===== config.mk =====
export PLATFORM = sky130hd
export DESIGN_NAME = sorted_timer_queue
export DESIGN_NICKNAME = d
export VERILOG_FILES = /design/src/hw/rtl/stq_pkg.sv /design/src/hw/rtl/stq_alu.sv /design/src/hw/rtl/sorted_timer_queue.sv
export SDC_FILE = /design/constraint.sdc
export NUM_CORES = 2
export LEC_CHECK = 0
export BUFFER_PORTS_ARGS = -buffer_cell sky130_fd_sc_hd__clkbuf_2
export CAP_MARGIN = 20
export CORE_MARGIN = 1
export CORE_UTILIZATION = 40
export DETAILED_ROUTE_END_ITERATION = 7
export PLACE_DENSITY = 0.56
export SYNTH_ARGS = -nofsm -noshare
export SYNTH_HDL_FRONTEND = slang
export SYNTH_HIERARCHICAL = 1
export SYNTH_SLANG_ARGS = --single-unit

===== constraint.sdc =====
create_clock -name i_clk -period 21.6 [get_ports i_clk]
set_input_delay 0 -clock i_clk [delete_from_list [all_inputs] [get_ports i_clk]]
set_output_delay 0 -clock i_clk [all_outputs]
set_load 0.02 [all_outputs]

===== src/hw/rtl/stq_pkg.sv =====
// ----------------------------------------------------------------------------
// stq_pkg
// shared constants and codes for the sorted timer queue
// ----------------------------------------------------------------------------
package stq_pkg;

    localparam int NUM_TIMERS_DEF = 32;
    localparam int MAX_POP        = 32;
    localparam int TIME_W         = 32;
    localparam int PERIOD_W       = 31;
    localparam int HANDLE_W       = 5;
    localparam int POP_CNT_W      = 6;

    localparam logic [2:0] OP_ADD   = 3'd0;
    localparam logic [2:0] OP_DEL   = 3'd1;
    localparam logic [2:0] OP_RUN   = 3'd2;
    localparam logic [2:0] OP_SETI  = 3'd3;
    localparam logic [2:0] OP_REARM = 3'd4;
    localparam logic [2:0] OP_NEXT  = 3'd5;

    localparam logic [1:0] STS_OK    = 2'd0;
    localparam logic [1:0] STS_FULL  = 2'd1;
    localparam logic [1:0] STS_STATE = 2'd2;

    localparam logic [1:0] SLOT_FREE    = 2'd0;
    localparam logic [1:0] SLOT_QUEUED  = 2'd1;
    localparam logic [1:0] SLOT_EXPIRED = 2'd2;

endpackage


===== src/hw/rtl/stq_alu.sv =====
// ----------------------------------------------------------------------------
// stq_alu
// shared 32-bit add/subtract unit with wrapping later-than flag
// ----------------------------------------------------------------------------
module stq_alu (
    input  logic [stq_pkg::TIME_W-1:0] i_a,
    input  logic [stq_pkg::TIME_W-1:0] i_b,
    input  logic                       i_sub,
    output logic [stq_pkg::TIME_W-1:0] o_sum,
    output logic                       o_later
);

    logic [stq_pkg::TIME_W-1:0] b_op;

    assign b_op    = i_sub ? ~i_b : i_b;
    assign o_sum   = i_a + b_op + stq_pkg::TIME_W'(i_sub);
    assign o_later = i_sub && (o_sum != '0) && !o_sum[stq_pkg::TIME_W-1];

endmodule


===== src/hw/rtl/sorted_timer_queue.sv =====
// ----------------------------------------------------------------------------
// sorted_timer_queue
// slot table of wrapping ms timers kept in a queue sorted by due time
// ----------------------------------------------------------------------------
// channel | direction | handshake          | payload
// input   | in        | i_valid / o_stall  | opcode, timer_handle, delay_ms,
//         |           |                    | now_ms, again
// output  | out       | o_valid / i_stall  | result_handle, expired_valid,
//         |           |                    | next_in_ms, status, last_result
//
// one transaction at a time; a sequencer walks the order, due and period
// memories through one shared adder, one read port per memory; a sorted
// insert scans (order read, due read, compare), then shifts (read, write);
// delete scans (read, compare), and it and each pop close the gap (read, write
// per moved entry); add scans slots one per cycle; reset is synchronous and
// needs no clearing pass; a stalled result holds its state until taken
// ----------------------------------------------------------------------------
module sorted_timer_queue #(
    parameter int NUM_TIMERS = stq_pkg::NUM_TIMERS_DEF
) (
    input  logic        i_clk,
    input  logic        i_rst_n,
    input  logic        i_valid,
    output logic        o_stall,
    input  logic [2:0]  i_opcode,
    input  logic [4:0]  i_timer_handle,
    input  logic [30:0] i_delay_ms,
    input  logic [31:0] i_now_ms,
    input  logic        i_again,
    output logic        o_valid,
    input  logic        i_stall,
    output logic [4:0]  o_result_handle,
    output logic        o_expired_valid,
    output logic [31:0] o_next_in_ms,
    output logic [1:0]  o_status,
    output logic        o_last_result
);

    localparam int SW = (NUM_TIMERS > 1) ? $clog2(NUM_TIMERS) : 1;
    localparam int IW = SW + 1;

    typedef enum logic [4:0] {
        S_IDLE, S_DISPATCH, S_FREE_SCAN, S_ENQ_RDO, S_ENQ_RDD, S_ENQ_CMP,
        S_SHIFT_RD, S_SHIFT_WR, S_DEL_RD, S_DEL_CMP, S_REM_RD, S_REM_WR,
        S_RUN_CHK, S_RUN_RDD, S_RUN_CMP, S_RUN_POP, S_REARM_RD, S_REARM_ADD,
        S_NEXT_RDD, S_NEXT_SUB, S_RESP
    } t_state;

    t_state r_state;

    logic [2:0]  r_op;
    logic [4:0]  r_h;
    logic [30:0] r_dly;
    logic [31:0] r_now;
    logic        r_again;
    logic [IW-1:0] r_len, r_idx, r_pos;
    logic [SW-1:0] r_slot, r_pend;
    logic          r_have_pend;
    logic [stq_pkg::POP_CNT_W-1:0] r_cnt;
    logic [31:0]   r_due;
    logic [1:0]    r_st [NUM_TIMERS];

    logic [4:0]  r_o_handle;
    logic        r_o_ev, r_o_valid, r_o_last;
    logic [31:0] r_o_nx;
    logic [1:0]  r_o_status;

    logic [SW-1:0] m_order [NUM_TIMERS];
    logic [31:0]   m_due   [NUM_TIMERS];
    logic [30:0]   m_per   [NUM_TIMERS];
    logic [SW-1:0] r_ord_q;
    logic [31:0]   r_due_q;
    logic [30:0]   r_per_q;

    logic [SW-1:0] ord_ra, ord_wa, ord_wd, due_ra, due_wa, per_wa, hslot;
    logic          ord_we, due_we, per_we;
    logic [31:0]   due_wd;
    logic [30:0]   per_wd;
    logic [31:0]   alu_a, alu_b, alu_sum;
    logic          alu_sub, alu_later, hok, scan_free;

    assign hslot     = SW'(r_h);
    assign hok       = int'(r_h) < NUM_TIMERS;
    assign scan_free = r_st[r_idx[SW-1:0]] == stq_pkg::SLOT_FREE;

    stq_alu u_alu (
        .i_a     (alu_a),
        .i_b     (alu_b),
        .i_sub   (alu_sub),
        .o_sum   (alu_sum),
        .o_later (alu_later)
    );

    always_comb begin
        alu_a   = r_due_q;
        alu_b   = r_now;
        alu_sub = 1'b1;
        unique case (r_state)
            S_FREE_SCAN: begin
                alu_a   = r_now;
                alu_b   = {1'b0, r_dly};
                alu_sub = 1'b0;
            end
            S_REARM_ADD: begin
                alu_b   = {1'b0, r_per_q};
                alu_sub = 1'b0;
            end
            S_ENQ_CMP: alu_b = r_due;
            default: ;
        endcase
    end

    always_comb begin
        ord_ra = '0;
        ord_we = 1'b0;
        ord_wa = r_idx[SW-1:0];
        ord_wd = r_ord_q;
        due_ra = r_ord_q;
        due_we = 1'b0;
        due_wa = hslot;
        due_wd = alu_sum;
        per_we = 1'b0;
        per_wa = hslot;
        per_wd = r_dly;
        unique case (r_state)
            S_ENQ_RDO: ord_ra = r_idx[SW-1:0];
            S_DEL_RD:  ord_ra = r_idx[SW-1:0];
            S_REM_RD:  ord_ra = SW'(r_idx + IW'(1));
            S_SHIFT_RD: begin
                ord_ra = SW'(r_idx - IW'(1));
                if (r_idx == r_pos) begin
                    ord_we = 1'b1;
                    ord_wa = r_pos[SW-1:0];
                    ord_wd = r_slot;
                end
            end
            S_SHIFT_WR, S_REM_WR: ord_we = 1'b1;
            S_REARM_RD: due_ra = hslot;
            S_FREE_SCAN: begin
                if (scan_free) begin
                    due_we = 1'b1;
                    due_wa = r_idx[SW-1:0];
                    per_we = 1'b1;
                    per_wa = r_idx[SW-1:0];
                end
            end
            S_REARM_ADD: due_we = 1'b1;
            S_DISPATCH: begin
                if (r_op == stq_pkg::OP_SETI && hok &&
                    r_st[hslot] != stq_pkg::SLOT_FREE) begin
                    per_we = 1'b1;
                end
            end
            default: ;
        endcase
    end

    always_ff @(posedge i_clk) begin
        if (ord_we) begin
            m_order[ord_wa] <= ord_wd;
        end
        if (due_we) begin
            m_due[due_wa] <= due_wd;
        end
        if (per_we) begin
            m_per[per_wa] <= per_wd;
        end
        r_ord_q <= m_order[ord_ra];
        r_due_q <= m_due[due_ra];
        r_per_q <= m_per[hslot];
    end

    always_ff @(posedge i_clk) begin
        if (!i_rst_n) begin
            r_state     <= S_IDLE;
            r_len       <= '0;
            r_o_valid   <= 1'b0;
            r_have_pend <= 1'b0;
            for (int k = 0; k < NUM_TIMERS; k++) begin
                r_st[k] <= stq_pkg::SLOT_FREE;
            end
        end else begin
            unique case (r_state)
                S_IDLE: begin
                    if (i_valid) begin
                        r_op       <= i_opcode;
                        r_h        <= i_timer_handle;
                        r_dly      <= i_delay_ms;
                        r_now      <= i_now_ms;
                        r_again    <= i_again;
                        r_o_handle <= '0;
                        r_o_ev     <= 1'b0;
                        r_o_nx     <= '0;
                        r_o_status <= stq_pkg::STS_OK;
                        r_o_last   <= 1'b1;
                        r_idx      <= '0;
                        r_cnt      <= '0;
                        r_have_pend <= 1'b0;
                        r_state    <= S_DISPATCH;
                    end
                end
                S_DISPATCH: begin
                    r_state <= S_RESP;
                    case (r_op)
                        stq_pkg::OP_ADD: r_state <= S_FREE_SCAN;
                        stq_pkg::OP_DEL: begin
                            if (!hok || r_st[hslot] != stq_pkg::SLOT_QUEUED) begin
                                r_o_status <= stq_pkg::STS_STATE;
                            end else begin
                                r_state <= S_DEL_RD;
                            end
                        end
                        stq_pkg::OP_RUN: r_state <= S_RUN_CHK;
                        stq_pkg::OP_SETI: begin
                            if (!hok || r_st[hslot] == stq_pkg::SLOT_FREE) begin
                                r_o_status <= stq_pkg::STS_STATE;
                            end
                        end
                        stq_pkg::OP_REARM: begin
                            if (!hok || r_st[hslot] != stq_pkg::SLOT_EXPIRED) begin
                                r_o_status <= stq_pkg::STS_STATE;
                            end else if (r_again) begin
                                r_state <= S_REARM_RD;
                            end else begin
                                r_st[hslot] <= stq_pkg::SLOT_FREE;
                            end
                        end
                        stq_pkg::OP_NEXT: begin
                            if (r_len != '0) begin
                                r_state <= S_NEXT_RDD;
                            end
                        end
                        default: ;
                    endcase
                end
                S_FREE_SCAN: begin
                    if (scan_free) begin
                        r_slot  <= r_idx[SW-1:0];
                        r_due   <= alu_sum;
                        r_idx   <= '0;
                        r_state <= S_ENQ_RDO;
                    end else if (r_idx == IW'(NUM_TIMERS - 1)) begin
                        r_o_status <= stq_pkg::STS_FULL;
                        r_state    <= S_RESP;
                    end else begin
                        r_idx <= r_idx + IW'(1);
                    end
                end
                S_ENQ_RDO: begin
                    if (r_idx == r_len) begin
                        r_pos   <= r_idx;
                        r_state <= S_SHIFT_RD;
                    end else begin
                        r_state <= S_ENQ_RDD;
                    end
                end
                S_ENQ_RDD: r_state <= S_ENQ_CMP;
                S_ENQ_CMP: begin
                    if (alu_later) begin
                        r_pos   <= r_idx;
                        r_idx   <= r_len;
                        r_state <= S_SHIFT_RD;
                    end else begin
                        r_idx   <= r_idx + IW'(1);
                        r_state <= S_ENQ_RDO;
                    end
                end
                S_SHIFT_RD: begin
                    if (r_idx == r_pos) begin
                        r_len        <= r_len + IW'(1);
                        r_st[r_slot] <= stq_pkg::SLOT_QUEUED;
                        if (r_op == stq_pkg::OP_ADD) begin
                            r_o_handle <= 5'(r_slot);
                        end
                        r_state <= S_RESP;
                    end else begin
                        r_state <= S_SHIFT_WR;
                    end
                end
                S_SHIFT_WR: begin
                    r_idx   <= r_idx - IW'(1);
                    r_state <= S_SHIFT_RD;
                end
                S_DEL_RD: begin
                    if (r_idx == r_len) begin
                        r_st[hslot] <= stq_pkg::SLOT_FREE;
                        r_state     <= S_RESP;
                    end else begin
                        r_state <= S_DEL_CMP;
                    end
                end
                S_DEL_CMP: begin
                    if (r_ord_q == hslot) begin
                        r_state <= S_REM_RD;
                    end else begin
                        r_idx   <= r_idx + IW'(1);
                        r_state <= S_DEL_RD;
                    end
                end
                S_REM_RD: begin
                    if (r_idx + IW'(1) >= r_len) begin
                        r_len <= r_len - IW'(1);
                        if (r_op == stq_pkg::OP_DEL) begin
                            r_st[hslot] <= stq_pkg::SLOT_FREE;
                            r_state     <= S_RESP;
                        end else begin
                            r_state <= S_RUN_CHK;
                        end
                    end else begin
                        r_state <= S_REM_WR;
                    end
                end
                S_REM_WR: begin
                    r_idx   <= r_idx + IW'(1);
                    r_state <= S_REM_RD;
                end
                S_RUN_CHK: begin
                    if (r_cnt == stq_pkg::POP_CNT_W'(stq_pkg::MAX_POP) || r_len == '0) begin
                        if (r_have_pend) begin
                            r_o_handle <= 5'(r_pend);
                            r_o_ev     <= 1'b1;
                            r_o_last   <= 1'b1;
                        end
                        r_state <= S_RESP;
                    end else begin
                        r_state <= S_RUN_RDD;
                    end
                end
                S_RUN_RDD: r_state <= S_RUN_CMP;
                S_RUN_CMP: begin
                    if (alu_later) begin
                        if (r_have_pend) begin
                            r_o_handle <= 5'(r_pend);
                            r_o_ev     <= 1'b1;
                            r_o_last   <= 1'b1;
                        end
                        r_state <= S_RESP;
                    end else begin
                        r_st[r_ord_q] <= stq_pkg::SLOT_EXPIRED;
                        r_slot        <= r_ord_q;
                        if (r_have_pend) begin
                            r_o_handle <= 5'(r_pend);
                            r_o_ev     <= 1'b1;
                            r_o_last   <= 1'b0;
                            r_state    <= S_RESP;
                        end else begin
                            r_state <= S_RUN_POP;
                        end
                    end
                end
                S_RUN_POP: begin
                    r_pend      <= r_slot;
                    r_have_pend <= 1'b1;
                    r_cnt       <= r_cnt + stq_pkg::POP_CNT_W'(1);
                    r_idx       <= '0;
                    r_state     <= S_REM_RD;
                end
                S_REARM_RD: r_state <= S_REARM_ADD;
                S_REARM_ADD: begin
                    r_due   <= alu_sum;
                    r_slot  <= hslot;
                    r_idx   <= '0;
                    r_state <= S_ENQ_RDO;
                end
                S_NEXT_RDD: r_state <= S_NEXT_SUB;
                S_NEXT_SUB: begin
                    r_o_nx  <= alu_later ? alu_sum : 32'd1;
                    r_state <= S_RESP;
                end
                S_RESP: begin
                    if (!r_o_valid) begin
                        r_o_valid <= 1'b1;
                    end else if (!i_stall) begin
                        r_o_valid <= 1'b0;
                        r_state   <= r_o_last ? S_IDLE : S_RUN_POP;
                    end
                end
                default: r_state <= S_IDLE;
            endcase
        end
    end

    assign o_stall         = r_state != S_IDLE;
    assign o_valid         = r_o_valid;
    assign o_result_handle = r_o_handle;
    assign o_expired_valid = r_o_ev;
    assign o_next_in_ms    = r_o_nx;
    assign o_status        = r_o_status;
    assign o_last_result   = r_o_last;

endmodule

Word-level counts from Yosys, hierarchy flattened
Memories as Yosys holds them, arrays and structs flattened. A register that Yosys moved wholly into a read port is not among the register bits.
Cells that the tools add are included.
{"block": "word_totals", "regBits": 186, "latchBits": 0, "ramBits": 2240, "romBits": 0, "inputBits": 76, "output_inout_bits": 43, "wordCells": 265, "n_memories": 4}
{"memory": "m_due", "depth": 32, "width": 32, "rd": 1, "rd_ports_with_merged_regs": 1, "wr": 1, "line": "sorted_timer_queue.sv:69", "source": "logic [31:0] m_due [NUM_TIMERS];"}
{"memory": "m_per", "depth": 32, "width": 31, "rd": 1, "rd_ports_with_merged_regs": 1, "wr": 1, "line": "sorted_timer_queue.sv:70", "source": "logic [30:0] m_per [NUM_TIMERS];"}
{"memory": "m_order", "depth": 32, "width": 5, "rd": 1, "rd_ports_with_merged_regs": 1, "wr": 1, "line": "sorted_timer_queue.sv:68", "source": "logic [SW-1:0] m_order [NUM_TIMERS];"}
{"memory": "r_st", "depth": 32, "width": 2, "rd": 2, "rd_ports_with_merged_regs": 2, "wr": 32, "line": "sorted_timer_queue.sv:61", "source": "logic [1:0] r_st [NUM_TIMERS];"}
{"block": "classes", "n_addsub": 7, "mul": 0, "div_mod_pow": 0, "magnitude_cmp": 1, "eq_ne": 53, "shifts": 0, "mux": 130, "bitwise": 3, "n_reduce_logical": 47}
{"operator": "two-way mux 32 bit", "n": 5}
{"operator": "two-way mux 5 bit", "n": 32}
{"operator": "one-hot mux 32 bit (2 select lines)", "n": 2}
{"operator": "one-hot mux 5 bit (20 select lines)", "n": 1}
{"operator": "one-hot mux 32 bit (3 select lines)", "n": 1}
{"operator": "two-way mux 6 bit", "n": 9}
{"operator": "two-way mux 1 bit", "n": 46}
{"operator": "one-hot mux 6 bit (7 select lines)", "n": 1}
{"operator": "== test 5 x 4 -> 1 bit, second input constant", "n": 8}
{"operator": "one-hot mux 6 bit (2 select lines)", "n": 3}
{"operator": "adder 32 x 1 -> 32 bit", "n": 1}
{"operator": "adder 32 bit", "n": 1}
{"operator": "inverter 32 bit", "n": 1}
{"operator": "nonzero test 32 bit", "n": 1}
{"operator": "!= test 2 bit, second input constant", "n": 15}
{"operator": "one-hot mux 5 bit (3 select lines)", "n": 2}
{"operator": "two-way mux 2 bit", "n": 13}
{"operator": "== test 5 bit, second input constant", "n": 5}
{"operator": "one-hot mux 5 bit (5 select lines)", "n": 1}
{"operator": "== test 5 x 3 -> 1 bit, second input constant", "n": 4}
{"operator": "one-hot mux 5 bit (4 select lines)", "n": 1}
{"operator": "adder 6 x 1 -> 6 bit, second input constant", "n": 3}
{"operator": "!= test 3 bit, second input constant", "n": 6}
{"operator": "AND reduction 4 bit", "n": 4}
{"operator": "other kinds (38)", "n": 75}

Longest topological paths before layout
{"block": "depth", "word_depth": 15, "depth_mapped": 33, "ltp_nobuf": 28}

Modules after synthesis
The synthesis kept the hierarchy.
{"module": "sorted_timer_queue", "n_inst": 1, "cells_each": 5024, "area_per_inst_um2": 98001.5, "seq_area_each_um2": 74281.2}
{"module": "stq_alu", "n_inst": 1, "cells_each": 302, "area_per_inst_um2": 2187.1, "seq_area_each_um2": 0.0}

Worst setup path after synthesis
Ideal clock, no wire load.
{"block": "synth_path", "kind": "reg-to-reg", "from": "register r_state[2]", "to": "memory r_st[27][0] (enable)", "setup_time_ns": 0.327, "t_arrival_ns": 7.338, "setup_slack_ns": 13.935, "stages_incl_launch_ff": 34, "n_path_buf": 8, "period_less_slack_ns": 7.665, "path_cell_list": "dfxtp_1 -> clkbuf_1 -> inv_1 -> nand2_1 -> nor2_1 -> nand2_1 -> inv_1 -> or2_2 -> clkbuf_1 -> clkbuf_1 -> inv_1 -> clkbuf_1 -> buf_1 -> xor2_1 -> ha_1 -> buf_2 -> a21oi_1 -> a21bo_2 -> a21o_1 -> or2_2 -> xnor2_1 -> or4_1 -> nor4_1 -> nor4b_2 -> a41oi_1 -> inv_1 -> and3_1 -> clkbuf_1 -> nor2_2 -> a21oi_1 -> nor2_1 -> nand2_1 -> buf_2 -> o21ai_0"}
{"item": "start: declaration", "line": "sorted_timer_queue.sv:49", "source": "t_state r_state;"}
{"item": "start signal: assignment", "line": "sorted_timer_queue.sv:175", "source": "r_state <= S_IDLE;"}
{"item": "start signal: assignment", "line": "sorted_timer_queue.sv:199", "source": "r_state <= S_DISPATCH;"}
{"item": "start signal: assignment", "line": "sorted_timer_queue.sv:203", "source": "r_state <= S_RESP;"}
{"item": "end: declaration", "line": "sorted_timer_queue.sv:61"}

==> metrics.md <==
| Metric | Value |
|---|---|
| Status | `finished, violations left` |
| Failing checks | `antenna rules` |
| Post-route cell area | `117000 sq um` |
| Kind of critical path | `reg -> reg` |
| Required @ worst endpoint | `22.15 ns` |
| Clk_skew | `0.0891 ns` |
| Final wirelength | `280000 um` |
| Ys Warns | `6` |
| Finished Layout Cells | `9298` |
| Grt total ovfl | `0` |
| Crit. End Element | `register` |
| Worst EP arrival | `10.84 ns` |
| # fillers | `20900` |
| WL/cell | `30.1 um` |
| Mapped Nets | `5449` |
| Die Y | `502 um` |
| FFs w/ async S/R, synth | `0` |
| Sink Count | `2504` |
| Dpl cell area | `106000 sq um` |
| H-tree Lvls | `5` |
| PD cells | `165 nW/um^2` |
| Site Rows | `183` |
| Mean number of vias per cell | `5.78` |
| Post-synth EDFFs | `2413` |
| Vias in the first global route | `52800` |
| Die Area | `252000 sq um` |
| Max-cap violation count | `0` |
| RD Place Congestion | `0.870` |
| Root Driver | `clkbuf_16` |
| Register area share after synthesis | `0.741` |
| Antenna Nets Post-Route | `1` |
| CP startpoint | `r_state[2]` |
| Pre-antenna DRT Iters | `6` |
| IO Pins | `119` |
| Multi-input gate area | `25400 sq um` |
| Mapped cell area | `100000 sq um` |
| Clock latency at the later pin of the worst-skew pair | `0.96 ns` |
| Initial core utilization | `0.403` |
| Startpoint Class | `register` |
| Fin nets | `5879` |
| Launch point of the worst reg-to-reg path | `r_state[2]` |
| Peak VDD IR | `0.293 mV` |
| Max clock buf depth | `4` |
| Synthesized area per cell | `18.8 sq um` |
| Clock-pin slew on the worst setup and hold paths | `0.06 ns` |
| Hold Crit Start | `i_timer_handle[3]` |
| Actual slew at the worst max-slew pin | `1.29 ns` |
| CP most frequent cell | `buf_4` |
| Final setup fails | `0` |
| RSZ-0062 raised after global routing | `false` |
| Finished Core Util | `0.469` |
| Initial antenna violation count | `17` |
| Max Slew Vio Count | `0` |
| Max stage delay on crit path | `0.89 ns` |
| Commonest non-fill, non-tap cell in the layout | `edfxtp_1` |
| PortBufs | `118` |
| Commonest cells after routing, fill and taps aside | `2413 x edfxtp_1, 566 x mux4_2, 470 x nand2_1, 289 x clkbuf_16, 223 x nor2_1` |
| Area grow syn2layout | `16.5%` |
| Fmax | `0.0972 GHz` |
| Placed cell count | `8635` |
| Layout cells sized above 1 | `0.243` |
| Final setup TNS | `0 ns` |
| CP Max Fanout | `51` |
| Post-synthesis instance total | `5326` |
| Core ar. | `249000 sq um` |
| Initial DRC count | `5773` |
| #FFs+latches synth | `2504` |
| Crit share post-route | `0.476` |
| Post-route DRC | `0` |
| Global Route Usage Sum | `0.221` |
| CP delay by family, top | `simple AND/OR/NAND/NOR gates` |
| Worst path buffer plus inverter count | `7` |
| First-pass GRT wire length | `396000 um` |
| Seq. cell area | `74300 sq um` |
| Slew margin rel. | `0.139` |
| Pin count of the biggest net entering global routing | `129` |
| Final hold violation count | `0` |
| Vias | `53700` |
| Total CTS buffers | `284` |
| Setup repair bufs after CTS | `0` |
| Worst path slowest cell | `inv_2` |
| Prevailing post-synth register cell | `edfxtp_1` |
| HP Class | `in -> reg` |
| Lkg Pwr | `37.8 nW` |
| Tmin final | `10.29 ns` |
| Die W | `502 um` |
| Cell variety after synth | `90` |
| CTS tree | `built` |
| HPWL after detailed placement | `154000 um` |
cell usage after synthesis (57+ instances only):
cell	instances	area share
edfxtp_1	2413	0.72
mux4_2	566	0.13
nand2_1	471	0.018
nor2_1	291	0.011
clkbuf_1	162	0.0061
mux2i_1	135	0.013
nand3_1	96	0.0048
dfxtp_1	91	0.018
o21ai_0	91	0.0045
a21oi_1	82	0.0041
and2_1	69	0.0043
mux2_2	57	0.0064
tightest hold or removal path, stage by stage:
cell           delay, ns
dlygate4sd3_1       0.55
clkbuf_2            0.21
mux2_2              0.17
layer usage:
| metal | up-vias | global-route usage | wire [um] | part of all wire |
|---|---|---|---|---|
| li1 | 22400 | - | - | - |
| met1 | 28900 | 0.324 | 123000 | 0.44 |
| met2 | 2011 | 0.350 | 133000 | 0.47 |
| met3 | 357 | 0.0320 | 19000 | 0.068 |
| met4 | 8 | 0.0509 | 5370 | 0.019 |
| met5 | - | 0 | 56 | 0.00020 |
metrics by stage:
step	hold slack (ns)	setup slack (ns)	total power, mW
floorplan	0.0989	13.93	11.7
global placement	0.180	11.67	14.4
detailed placement	0.179	11.40	14.6
CTS	0.0400	11.36	19.3
global route	0.0719	10.56	20.0
finish	0.0595	11.31	19.2
area by class of cell:
cell class	count	area share
Clock inverter	117	0.0104
Sequential cell	2504	0.637
Clock buffer	373	0.0662
Timing Repair Buffer	436	0.0318
Tap cell	3330	0.0357
Antenna cell	8	0.000172
Inverter	41	0.00135
Multi-Input combinational cell	2489	0.218
sequential cells by signal (all words and copies together), names as in the netlist, 2 cells and up, named ones only:
signal,count
m_due,1024
m_per,992
m_order,160
r_st,64
o_next_in_ms,32
r_due,32
r_due_q,32
r_now,32
per_wd,31
r_per_q,31
r_cnt,6
r_idx,6
r_len,6
r_pos,6
hslot,5
o_result_handle,5
r_ord_q,5
r_pend,5
r_slot,5
r_state,5
r_op,3
o_status,2
worst paths after layout:
| path | endpoint | slack, ns | cells past startpoint |
|---|---|---|---|
| worst max-delay path | r_st[7][0] | 11.31 | 27 |
| worst min-delay path | register | 0.06 | 3 |
| worst max register to register | r_st[7][0] | 11.31 | 27 |
| worst min register to register | r_len[5] | 0.56 | 2 |
repair_timing:
item / in CTS / in global routing
gates resized for setup: 0 / 0
hold buffers: 147 / 0
endpoints found under the hold margin: 116 / 0
power by group:
| group | switching (mW) | internal [mW] | leakage [nW] |
|---|---|---|---|
| logic | 4.71 | 1.92 | 10.9 |
| registers | 0.224 | 7.70 | 22.6 |
| clock network | 1.89 | 2.79 | 4.37 |
| total | 6.82 | 12.4 | 37.8 |
logic make-up after synthesis:
logic type,share of synthesized area
fa+ha+maj,0.00602
buf+inv,0.0141
flops,0.741
simple gates,0.0502
compound gates,0.0329
mux,0.147
xor+xnor,0.00813
Note: power is estimated with default switching activity, not from simulation.
